$ cat config.mk
export PLATFORM = sky130hd
export DESIGN_NAME = tmrh_mulmod
export DESIGN_NICKNAME = d
export VERILOG_FILES = /design/src/design/triple_mod_rolling_hash_table_assert.svh /design/src/design/tmrh_pkg.sv /design/src/design/tmrh_mulmod.sv
export SDC_FILE = /design/constraint.sdc
export NUM_CORES = 2
export LEC_CHECK = 0
export ABC_AREA = 1
export ABC_CLOCK_PERIOD_IN_PS = 8000
export BUFFER_PORTS_ARGS = -buffer_cell sky130_fd_sc_hd__buf_4
export CORE_MARGIN = 8
export CORE_UTILIZATION = 55
export DETAILED_ROUTE_END_ITERATION = 16
export GPL_TIMING_DRIVEN = 0
export MAX_ROUTING_LAYER = met4
export PLACE_DENSITY = 0.71
export SKIP_LAST_GASP = 1
export SLEW_MARGIN = 10
export SYNTH_ARGS = -nofsm -noshare
export SYNTH_HDL_FRONTEND = slang
export SYNTH_SLANG_ARGS = --single-unit
$ cat constraint.sdc
create_clock -name clk_i -period 8 [get_ports clk_i]
set_clock_uncertainty 0.1 [all_clocks]
set_input_delay 0.4 -clock clk_i [delete_from_list [all_inputs] [get_ports clk_i]]
set_output_delay 0.4 -clock clk_i [all_outputs]
set_load 0.01 [all_outputs]
$ cat src/design/triple_mod_rolling_hash_table_assert.svh
// Assertion macros shared by the RTL; clock and reset names are fixed.
`ifndef TRIPLE_MOD_ROLLING_HASH_TABLE_ASSERT_SVH
`define TRIPLE_MOD_ROLLING_HASH_TABLE_ASSERT_SVH

// Same-cycle implication.
`define TMRH_ASSERT_IMP(lbl, ante, cons) \
  lbl: assert property (@(posedge clk_i) disable iff (!rst_ni) (ante) |-> (cons)) \
    else $error("tmrh assertion failed");

// Next-cycle implication.
`define TMRH_ASSERT_NXT(lbl, ante, cons) \
  lbl: assert property (@(posedge clk_i) disable iff (!rst_ni) (ante) |=> (cons)) \
    else $error("tmrh assertion failed");

`endif

$ cat src/design/tmrh_pkg.sv
// ----------------------------------------------------------------------------
// tmrh_pkg
// Shared types and constants for the triple modulus rolling hash.
// ----------------------------------------------------------------------------
package tmrh_pkg;

  localparam int unsigned RES_W   = 31;
  localparam int unsigned POS_W   = 13;
  localparam int unsigned NUM_MOD = 3;
  localparam int unsigned FOLD_W  = 6;

  typedef enum logic [1:0] {
    ACT_CLEAR   = 2'd0,
    ACT_LOAD    = 2'd1,
    ACT_QUERY   = 2'd2,
    ACT_COMBINE = 2'd3
  } action_e;

  // Request to the shared multiply-mod unit: (a*b +/- add) mod M[sel]
  typedef struct packed {
    logic             valid;
    logic [RES_W-1:0] a;
    logic [RES_W-1:0] b;
    logic [RES_W-1:0] add;
    logic             sub;
    logic [1:0]       sel;
  } mm_req_t;

  function automatic logic [RES_W-1:0] modulus(input logic [1:0] sel);
    logic [RES_W-1:0] m;
    unique case (sel)
      2'd0:    m = 31'd2147483647;
      2'd1:    m = 31'd2147483629;
      default: m = 31'd2147483587;
    endcase
    return m;
  endfunction

  // 2^31 - M, used to fold the high part back in
  function automatic logic [FOLD_W-1:0] fold(input logic [1:0] sel);
    logic [FOLD_W-1:0] c;
    unique case (sel)
      2'd0:    c = 6'd1;
      2'd1:    c = 6'd19;
      default: c = 6'd61;
    endcase
    return c;
  endfunction

endpackage

$ cat src/design/tmrh_mulmod.sv
// ----------------------------------------------------------------------------
// tmrh_mulmod
// Four-stage (a*b +/- add) mod M unit for pseudo-Mersenne moduli.
// ----------------------------------------------------------------------------
module tmrh_mulmod (
  input  logic                           clk_i,
  input  logic                           rst_ni,
  input  tmrh_pkg::mm_req_t              req_i,
  output logic                           valid_o,
  output logic [tmrh_pkg::RES_W-1:0]     result_o
);

  logic [61:0] prod_q;
  logic [37:0] x_q;
  logic [30:0] r_q, add1_q, add2_q, add3_q;
  logic        sub1_q, sub2_q, sub3_q;
  logic [1:0]  sel1_q, sel2_q, sel3_q;
  logic        v1_q, v2_q, v3_q;

  logic [37:0] x_d;
  logic [31:0] y;
  logic [30:0] m2, m3, r_d, add_d;
  logic [31:0] sum, dif;

  // stage 2: fold high 31 bits once
  assign x_d = 38'(prod_q[61:31]) * 38'(tmrh_pkg::fold(sel1_q)) + 38'(prod_q[30:0]);

  // stage 3: fold again, one subtract, reduce the addend
  assign m2    = tmrh_pkg::modulus(sel2_q);
  assign y     = 32'(x_q[37:31]) * 32'(tmrh_pkg::fold(sel2_q)) + 32'(x_q[30:0]);
  assign r_d   = (y >= {1'b0, m2}) ? 31'(y - {1'b0, m2}) : y[30:0];
  assign add_d = (add2_q >= m2) ? (add2_q - m2) : add2_q;

  // stage 4: add or subtract modulo m
  assign m3  = tmrh_pkg::modulus(sel3_q);
  assign sum = {1'b0, r_q} + {1'b0, add3_q};
  assign dif = {1'b0, add3_q} + {1'b0, m3} - {1'b0, r_q};

  always_ff @(posedge clk_i or negedge rst_ni) begin
    if (!rst_ni) begin
      v1_q    <= 1'b0;
      v2_q    <= 1'b0;
      v3_q    <= 1'b0;
      valid_o <= 1'b0;
    end else begin
      v1_q    <= req_i.valid;
      v2_q    <= v1_q;
      v3_q    <= v2_q;
      valid_o <= v3_q;
    end
  end

  always_ff @(posedge clk_i) begin
    prod_q <= {31'b0, req_i.a} * {31'b0, req_i.b};
    add1_q <= req_i.add;
    sub1_q <= req_i.sub;
    sel1_q <= req_i.sel;
    x_q    <= x_d;
    add2_q <= add1_q;
    sub2_q <= sub1_q;
    sel2_q <= sel1_q;
    r_q    <= r_d;
    add3_q <= add_d;
    sub3_q <= sub2_q;
    sel3_q <= sel2_q;
    if (sub3_q) begin
      result_o <= (add3_q >= r_q) ? (add3_q - r_q) : dif[30:0];
    end else begin
      result_o <= (sum >= {1'b0, m3}) ? 31'(sum - {1'b0, m3}) : sum[30:0];
    end
  end

endmodule

==> summary.txt <==
Status = finished, final reports clean
Total wire length = 204 mm
Fraction of layout cells with a size suffix above 1 = 0.0401
Crit. End Element = register
Largest net degree at the start of global routing = 19
Main synth FF type = dfxtp_1
Slew @ Worst Pin = 1.31 ns
Routed wl met3 = 14.8 mm
Type of the worst setup path = in -> reg
Io pins = 131
Cell repeated most along the worst path = fa_1
Commonest non-fill, non-tap cells in the layout = 2085 x inv_1, 1835 x nand2_1, 1023 x fa_1
Fmax achieved = 127 MHz
Crit path launch type = input port
I/O Buffers = 130
FF-to-FF End = x_q[31]$_DFF_P_
#FFs+latches synth = 268
GP Congestion = 1.05
Die area = 113000 sq um
Yosys synthesis warning count = 0
Synth Instances = 7546
Critical Path RT = 8.41 ns
Initial antenna violation count = 5
R2r setup slk = 1.17 ns
CTS tree = built
Area Overhead vs Synth = 7.18%
Met1 wire length = 77.1 mm
Unrepaired setup endpoints after global routing = yes
CP max stage delay = 0.94 ns
Fin nets = 9337
# DRC = 0
Chip height = 336 um
Clock Tree Buf Depth = 3
Core Region = 102000 sq um
Async S/R FF share, synth = 0.0149
Die width = 336 um
Final setup fails = 0
CP max FO = 10
CTS Root Cell = clkbuf_16
# rows = 117
Routed via count = 48686
Max cap viols = 0
Hold Crit Class = in -> async
Initial DRC Count = 4082
Crit share post-route = 0.987
Syn avg cell area = 7.48 sq um
Tmin final = 7.90 ns
DP HPWL = 175 mm
Top sig layer = met4
Clock Pin Slew Worst Setup and Hold Paths = 0.07 ns
Post-route ant nets = 0
Worst-Skew Late Latency = 0.58 ns
Clock Sinks = 268
Starting density of the core = 0.555
Slew HR = 0.127
Post-Synthesis Net Count = 9147
Grt total ovfl = 0
Wire length on met2 = 97.0 mm
Layout Cells excl Fill = 9128
Via density = 5.33
Gr usage total = 0.371
H-tree levels = 1
Synth cell types = 52
Slowest cell on crit path = clkdlybuf4s15_1
Final Max Tran Viols = 0
First-pass GRT wire length = 303 mm
Critical Path AT = 8.31 ns
Drt first pass iters = 8
R2R depth = 24
Cells after DPL = 9044
Most common cell after layout, fill and taps aside = inv_1
Post-synth EDFFs = 0
WL per Instance = 22.4 um
TritonCTS buffer count = 25
Sequential fraction of the synthesis area = 0.0955
Post-Syn Area = 56400 sq um
RR Startpoint = sel1_q[1]$_DFF_P_
Hold Violations, Final = 0
Number of global-route vias before repair = 49600
[worst max path at each step]
stage,start,slack [ns],endpoint
after floorplan,req_i[82],1.36,prod_q[61]$_DFF_P_
after global placement,req_i[42],-0.45,prod_q[61]$_DFF_P_
after detailed placement,req_i[47],-0.45,prod_q[61]$_DFF_P_
after CTS,req_i[46],0.17,prod_q[61]$_DFF_P_
after global routing,req_i[81],-0.008,prod_q[61]$_DFF_P_
final,req_i[81],0.10,prod_q[61]$_DFF_P_
[worst max-delay path: cells and delay by family]
| family | cells | cell delay, ns |
|---|---|---|
| adders and majority gates | 9 | 4.63 |
| AOI/OAI and AO/OA | 1 | 0.21 |
| xor gates and xnor gates | 1 | 0.15 |
| and+or+nand+nor | 9 | 1.46 |
| buffers and inverters | 9 | 1.46 |
[Yosys cell counts, types with 23 or more instances]
master | n | area (sq um)
nand4_1 | 61 | 382
fa_1 | 1023 | 20500
a31oi_1 | 23 | 144
nor3_1 | 46 | 230
inv_1 | 2085 | 7830
o21ai_0 | 157 | 786
nand2_1 | 1835 | 6890
nand3_1 | 203 | 1020
a21oi_1 | 268 | 1340
clkbuf_1 | 207 | 777
ha_1 | 479 | 5990
nor2_1 | 410 | 1540
inv_2 | 31 | 116
buf_2 | 28 | 140
xor2_1 | 127 | 1110
dfxtp_1 | 264 | 5290
xnor2_1 | 58 | 508
[stage by stage]
step / utilization / TNS (ns) / hold WS (ns) / area (sq um) / setup slack, ns
2_1_floorplan: - / 0 / 0.00441 / 56400 / 1.36
3_3_place_gp: 0.581 / -5.53 / 0.0952 / 59100 / -0.452
3_5_place_dp: 0.581 / -5.68 / 0.101 / 59100 / -0.447
4_1_cts: 0.594 / 0 / 0.0256 / 60400 / 0.173
5_1_grt: 0.594 / -0.00820 / 0.0602 / 60500 / -0.00820
6_report: 0.594 / 0 / 0.0625 / 60500 / 0.100
[sequential cells by signal, summed over array words and instances, names as in the netlist, 2 cells and up]
name / flops
add2_q: 31
sel3_q: 2
add3_q: 31
prod_q: 62
r_q: 31
sel1_q: 2
sel2_q: 2
add1_q: 31
x_q: 38
result_o: 31
[kinds of logic (layout without fill, tap and decap cells)]
| family | after synthesis | in the layout | synth area share |
|---|---|---|---|
| xor gates and xnor gates | 187 | 187 | 0.0293 |
| adders and majority gates | 1502 | 1502 | 0.469 |
| DFF | 268 | 268 | 0.0955 |
| AOI/OAI and AO/OA | 569 | 569 | 0.0563 |
| buffers and inverters | 2376 | 2584 | 0.160 |
| and+or+nand+nor | 2644 | 2644 | 0.189 |
| other | 0 | 6 | 0 |
[per-layer routing]
layer | up-vias | track usage
li1 | 22287 | -
met1 | 23573 | 0.433
met2 | 2219 | 0.617
met3 | 607 | 0.0505
met4 | 0 | 0.212
met5 | - | -
[what timing repair did]
item | CTS | global route
endpoints found under the setup margin | 0 | 8
buffers inserted | 0 | 0
resized for setup | 0 | 24
hold buffers | 36 | 0
hold endpoints to repair | 39 | 0
[final cells by class]
cell class | count | area (sq um)
inverter | 2125 | 7980
sequential | 268 | 5390
buffer | 248 | 1100
multi-input combinational | 4902 | 42000
tap | 1368 | 1710
antenna | 6 | 15.0
fill | 9624 | 41300
clock buffer | 29 | 692
timing repair buffer | 166 | 1340
clock inverter | 16 | 263
Power is not shown: default switching activity piles up to over one toggle a cycle in this logic, so the estimate is an artifact.
